[src/hdl/mtf_pkg.sv]
// ----------------------------------------------------------------------------
// mtf_pkg: shared types, constants and font for the text framebuffer
// Request codes, the fill command type and the 5x7 glyph table.
// ----------------------------------------------------------------------------
package mtf_pkg;

    localparam int DEF_SCREEN_WIDTH  = 128;
    localparam int DEF_SCREEN_HEIGHT = 64;

    localparam logic [2:0] REQ_PIXEL = 3'd0;
    localparam logic [2:0] REQ_CHAR  = 3'd1;
    localparam logic [2:0] REQ_SCHAR = 3'd2;
    localparam logic [2:0] REQ_CLEAR = 3'd3;
    localparam logic [2:0] REQ_READ  = 3'd4;

    localparam logic [7:0] CODE_FIRST = 8'd32;
    localparam logic [7:0] CODE_LAST  = 8'd126;

    // pixel walker command
    typedef struct packed {
        logic              go;
        logic signed [12:0] x0;
        logic signed [12:0] y0;
        logic        [7:0]  w;
        logic        [7:0]  h;
        logic              on;
    } t_fill_cmd;

    function automatic logic [39:0] glyph(input logic [7:0] code);
        logic [39:0] g;
        case (code)
            8'd33:  g = 40'h00005F0000;
            8'd34:  g = 40'h0007000700;
            8'd35:  g = 40'h147F147F14;
            8'd36:  g = 40'h242A7F2A12;
            8'd37:  g = 40'h2313086462;
            8'd38:  g = 40'h3649552250;
            8'd39:  g = 40'h0005030000;
            8'd40:  g = 40'h001C224100;
            8'd41:  g = 40'h0041221C00;
            8'd42:  g = 40'h14083E0814;
            8'd43:  g = 40'h08083E0808;
            8'd44:  g = 40'h0050300000;
            8'd45:  g = 40'h0808080808;
            8'd46:  g = 40'h0060600000;
            8'd47:  g = 40'h2010080402;
            8'd48:  g = 40'h3E5149453E;
            8'd49:  g = 40'h00427F4000;
            8'd50:  g = 40'h4261514946;
            8'd51:  g = 40'h2141454B31;
            8'd52:  g = 40'h1814127F10;
            8'd53:  g = 40'h2745454539;
            8'd54:  g = 40'h3C4A494930;
            8'd55:  g = 40'h0171090503;
            8'd56:  g = 40'h3649494936;
            8'd57:  g = 40'h064949291E;
            8'd58:  g = 40'h0011001100;
            8'd60:  g = 40'h0814224100;
            8'd61:  g = 40'h1414141414;
            8'd62:  g = 40'h0041221408;
            8'd63:  g = 40'h0201510906;
            8'd65:  g = 40'h7E1111117E;
            8'd66:  g = 40'h7F49494936;
            8'd67:  g = 40'h3E41414122;
            8'd68:  g = 40'h7F4141221C;
            8'd69:  g = 40'h7F49494941;
            8'd70:  g = 40'h7F09090901;
            8'd71:  g = 40'h3E4149497A;
            8'd72:  g = 40'h7F0808087F;
            8'd73:  g = 40'h00417F4100;
            8'd74:  g = 40'h2040413F01;
            8'd75:  g = 40'h7F08142241;
            8'd76:  g = 40'h7F40404040;
            8'd77:  g = 40'h7F020C027F;
            8'd78:  g = 40'h7F0408107F;
            8'd79:  g = 40'h3E4141413E;
            8'd80:  g = 40'h7F09090906;
            8'd81:  g = 40'h3E4151215E;
            8'd82:  g = 40'h7F09192946;
            8'd83:  g = 40'h4649494931;
            8'd84:  g = 40'h01017F0101;
            8'd85:  g = 40'h3F4040403F;
            8'd86:  g = 40'h1F2040201F;
            8'd87:  g = 40'h3F4038403F;
            8'd88:  g = 40'h6314081463;
            8'd89:  g = 40'h0708700807;
            8'd90:  g = 40'h6151494543;
            8'd97:  g = 40'h2054545478;
            8'd98:  g = 40'h7F48444438;
            8'd99:  g = 40'h3844444420;
            8'd100: g = 40'h384444487F;
            8'd101: g = 40'h3854545418;
            8'd102: g = 40'h087E090102;
            8'd103: g = 40'h0C5252523E;
            8'd104: g = 40'h7F08040478;
            8'd105: g = 40'h00447D4000;
            8'd106: g = 40'h2040443D00;
            8'd107: g = 40'h7F10284400;
            8'd108: g = 40'h00417F4000;
            8'd109: g = 40'h7C04180478;
            8'd110: g = 40'h7C08040478;
            8'd111: g = 40'h3844444438;
            8'd112: g = 40'h7C14141408;
            8'd113: g = 40'h081414187C;
            8'd114: g = 40'h7C08040408;
            8'd115: g = 40'h4854545420;
            8'd116: g = 40'h043F444020;
            8'd117: g = 40'h3C4040207C;
            8'd118: g = 40'h1C2040201C;
            8'd119: g = 40'h3C4030403C;
            8'd120: g = 40'h4428102844;
            8'd121: g = 40'h0C5050503C;
            8'd122: g = 40'h4464544C44;
            default: g = 40'h0;
        endcase
        return g;
    endfunction

endpackage

[src/hdl/mtf_fill.sv]
// ----------------------------------------------------------------------------
// mtf_fill: rectangle pixel walker
// Steps one pixel per cycle over a w by h block, clips, and issues a
// read-modify-write request per pixel to the store.
// ----------------------------------------------------------------------------
module mtf_fill #(
    parameter int SCREEN_WIDTH  = mtf_pkg::DEF_SCREEN_WIDTH,
    parameter int SCREEN_HEIGHT = mtf_pkg::DEF_SCREEN_HEIGHT,
    localparam int XW = $clog2(SCREEN_WIDTH),
    localparam int YW = $clog2(SCREEN_HEIGHT)
) (
    input  logic              i_clk,
    input  logic              i_rst_n,
    input  mtf_pkg::t_fill_cmd i_cmd,
    output logic              o_busy,
    output logic              o_wr,
    output logic [XW-1:0]     o_x,
    output logic [YW-1:0]     o_y,
    output logic              o_on
);
    import mtf_pkg::*;

    logic               r_act;
    logic signed [12:0] r_x0, r_y0;
    logic [7:0]         r_w, r_h, r_dx, r_dy;
    logic               r_on;
    logic signed [13:0] px, py;
    logic               last;

    assign px = 14'(r_x0) + 14'($signed({1'b0, r_dx}));
    assign py = 14'(r_y0) + 14'($signed({1'b0, r_dy}));
    assign last = (r_dy == r_h - 8'd1) && (r_dx == r_w - 8'd1);

    always_ff @(posedge i_clk) begin
        if (!i_rst_n) begin
            r_act <= 1'b0;
        end else if (i_cmd.go) begin
            r_act <= (i_cmd.w != 8'd0) && (i_cmd.h != 8'd0);
        end else if (r_act && last) begin
            r_act <= 1'b0;
        end
        if (i_cmd.go) begin
            r_x0 <= i_cmd.x0;
            r_y0 <= i_cmd.y0;
            r_w  <= i_cmd.w;
            r_h  <= i_cmd.h;
            r_on <= i_cmd.on;
            r_dx <= '0;
            r_dy <= '0;
        end else if (r_act) begin
            if (r_dy == r_h - 8'd1) begin
                r_dy <= '0;
                r_dx <= r_dx + 8'd1;
            end else begin
                r_dy <= r_dy + 8'd1;
            end
        end
    end

    assign o_busy = r_act;
    assign o_wr   = r_act && px >= 0 && px < 14'(SCREEN_WIDTH)
                    && py >= 0 && py < 14'(SCREEN_HEIGHT);
    assign o_x    = px[XW-1:0];
    assign o_y    = py[YW-1:0];
    assign o_on   = r_on;
endmodule

[config.mk]
export PLATFORM = sky130hd
export DESIGN_NAME = mtf_fill
export DESIGN_NICKNAME = d
export VERILOG_FILES = /design/src/hdl/mtf_pkg.sv /design/src/hdl/mtf_fill.sv
export SDC_FILE = /design/constraint.sdc
export NUM_CORES = 1
export LEC_CHECK = 0
export ABC_AREA = 0
export BUFFER_PORTS_ARGS = -buffer_cell sky130_fd_sc_hd__buf_2
export CAP_MARGIN = 40
export CORE_UTILIZATION = 50
export CTS_CLUSTER_DIAMETER = 200
export CTS_CLUSTER_SIZE = 20
export DETAILED_ROUTE_END_ITERATION = 7
export PLACE_DENSITY = 0.73
export SETUP_SLACK_MARGIN = 0.5
export SYNTH_ARGS = -nofsm -noshare
export SYNTH_HDL_FRONTEND = slang
export SYNTH_SLANG_ARGS = --single-unit
[constraint.sdc]
create_clock -name i_clk -period 3.1 [get_ports i_clk]
set_input_delay 0.62 -clock i_clk [delete_from_list [all_inputs] [get_ports i_clk]]
set_output_delay 0.62 -clock i_clk [all_outputs]
set_load 0.05 [all_outputs]
==> impl_metrics.py <==
metrics = {
    "synthesis": {
        "synth_cells": 314,
        "synth_compound_area_share_pct": 9.35,
        "ys_top_cells_by_count": "43 x edfxtp_1, 25 x xor2_1, 23 x nor2_1",
        "synth_edf_count": 43,
        "yosysWarnings": 0,
        "netlist_area_um2": 3410,
        "yosysTopAreaCell": "edfxtp_1",
        "synth-adder-area-share_pct": 8.51,
        "yosysMostFrequentCell": "edfxtp_1",
        "synth_simple_gate_area_share_pct": 17.5,
        "yosysUniqueCellTypes": 49,
        "syn-num-nets": 382,
        "syn_area_per_cell_um2": 10.9,
        "synth_top_cell_area_share_pct": 37.8,
        "ys.flop_type": "edfxtp_1",
        "async_flop_share_pct": 0,
        "synth.area.top_cells": "edfxtp_1 38%, dfxtp_1 10%, ha_1 7.3%, xor2_1 6.4%, xnor2_1 4.1%",
        "ys_ff_latch": 60,
        "synth-xor-area-share_pct": 11.0,
        "synth_seq_area_share_pct": 47.8,
        "synth_top_family_by_area": "simple AND/OR/NAND/NOR gates",
        "synth.area.mux_share_pct": 3.45,
    },
    "setup_path": {
        "path_cells": "ha_4 > fa_2 > a21oi_4 > o22ai_2 > o21bai_1 > a21o_1 > nor4b_4 > nor3_2 > nor4b_4 > buf_6",
        "critPathMaxFanout": 2,
        "path_buf_inv": 1,
        "critical_path_depth": 10,
        "setup.worst_path.class": "reg -> out",
        "crit_top_cell": "nor4b_4",
        "crit_slowest_cell": "fa_2",
        "required_ps": 2480,
        "reg2regPathDepth": 9,
        "cp-start-kind": "flip-flop",
        "critPathMaxStageDelay_ps": 420,
        "crit_arrival_ps": 2770,
        "critical-path-top-delay-family": "compound AO/OA/AOI/OAI gates",
        "end_kind": "output port",
    },
    "sta": {
        "min_period_over_period_pct": 109,
        "clock_skew_ps": 10.6,
        "fin_ws_ps": -290,
        "setup_viol_count_final": 1,
        "min_period_ps": 3390,
        "relSlewSlack_pct": 67.4,
        "hold_viol_final": 0,
        "worst_pin_slew_ps": 489,
        "fmax_mhz": 295,
        "rsz0062_at_grt": "true",
        "final.setup.tns_ps": -290,
        "worst_hold_slack_ps": 446,
        "drv_slew": 0,
    },
    "power": {
        "ir_worst_vdd_mv": 0.322,
        "power.density_nw_per_um2": 438,
        "power_w": 0.00187,
        "p_leak_nw": 1.78,
    },
    "clock_tree": {
        "insertion_delay_ps": 340,
        "h-tree-depth": 3,
        "cts.path.max_buffers": 2,
        "cts.reportedPaths.clkPinSlew_ps": 80,
        "cts_hold_buf": 0,
        "clockRootBuffer": "clkbuf_8",
        "cts-buffers-inserted": 9,
        "cts_tree": "done",
        "clock_sinks": 60,
    },
    "global_routing": {
        "grt_max_degree": 28,
        "first_global_vias": 2533,
        "grt_first_pass_wirelength_um": 11200,
        "antenna_found_initial": 0,
        "overflow": 0,
        "track_usage_pct": 20.0,
    },
    "outcome": {
        "failed_checks": "negative setup slack",
        "status": "complete, but fails checks",
    },
    "drt": {
        "drtPass1Iterations": 6,
        "antenna_left": 0,
        "drc": 0,
        "drt_iter0_drc": 121,
        "viasPerCell": 5.45,
        "wirelength_um": 6680,
        "wl_per_cell_um": 13.9,
        "vias": 2620,
    },
    "min_path": {
        "hold_class": "in -> reg",
        "hold_depth": 1,
    },
    "cells_and_area": {
        "fin_cells": 481,
        "n_antenna_cell": 0,
        "layout.nets": 467,
        "layout-drive-gt1-share_pct": 32.2,
        "synthToLayoutAreaGrowth_pct": 24.9,
        "final_util_pct": 66.0,
    },
    "floorplanning": {
        "initial_core_util_pct": 52.8,
        "fp.dieH_um": 84.6,
        "die_w_um": 84.6,
        "dieArea_um2": 7160,
        "boundaryPins": 62,
        "rows": 29,
        "core_area_um2": 6460,
    },
    "place": {
        "dpl.hpwl_um": 4910,
        "gp_congestion": 0.801,
        "place_inst": 460,
        "portBuffers": 61,
    },
    "run": {
        "maxCapViolCount": 0,
    },
}
==> routing by layer <==
layer	track usage, %	up-vias	routed length (um)
met4	6.78	0	97
met5	0	-	0
met2	31.9	60	3140
li1	-	1328	-
met1	25.5	1223	3140
met3	7.08	9	311
==> repair_timing <==
| action | 4_1_cts | 5_1_grt |
|---|---|---|
| endpoints found under the setup margin | 6 | 18 |
| setup buffers | 3 | 2 |
| resized for setup | 17 | 15 |
| pin swaps | 5 | 9 |
==> power by group <==
group          switching, W  internal, W
Combinational      0.000185     0.000120
Sequential        0.0000420     0.000915
Clock              0.000315     0.000288
==> cells by family (layout without fill, tap and decap cells) <==
family          Yosys count  after routing
compound gates           52             52
mux                      11             11
fa+ha+maj                22             22
buf+inv                  18            108
simple gates            109            109
xor+xnor                 42             42
flops                    60             60
==> placed cells by master (no fill, tap or decap), types with 14 or more instances in the layout <==
| master | n |
|---|---|
| ha_1 | 17 |
| buf_4 | 22 |
| nand2_1 | 15 |
| xnor2_1 | 14 |
| nor2_1 | 21 |
| edfxtp_1 | 43 |
| xor2_1 | 25 |
| buf_2 | 52 |
| dfxtp_1 | 16 |
==> final cells by class <==
type / instances / area (um^2)
fill: 506 / 2200
multi-input combinational: 236 / 1840
sequential: 60 / 1630
timing repair buffer: 79 / 474
clock buffer: 10 / 128
tap: 77 / 96.3
inverter: 13 / 48.8
clock inverter: 6 / 41.3
==> state kept, by name (all words and copies together), names as in the netlist <==
signal,cells
o_on,1
r_dx,8
r_y0,13
o_busy,1
r_dy,8
r_w,8
r_h,8
r_x0,13
==> through the flow <==
| stage | area, um^2 | setup slack, ps |
|---|---|---|
| after floorplan | 3480 | 85.8 |
| after global placement | 3940 | 66.7 |
| after detailed placement | 3940 | 6.96 |
| after CTS | 4200 | -284 |
| after global routing | 4260 | -445 |
| final | 4260 | -290 |
==> worst paths after layout <==
kind	end	from	slack [ps]
worst max-delay path	o_wr	r_x0[0]	-290
worst min-delay path	r_x0[11]	i_cmd[41]	450
worst min register to register	r_dx[6]	r_dx[6]	620
worst max register to register	r_dy[7]	r_h[0]	740
Note: power is estimated with default switching activity, not from simulation.
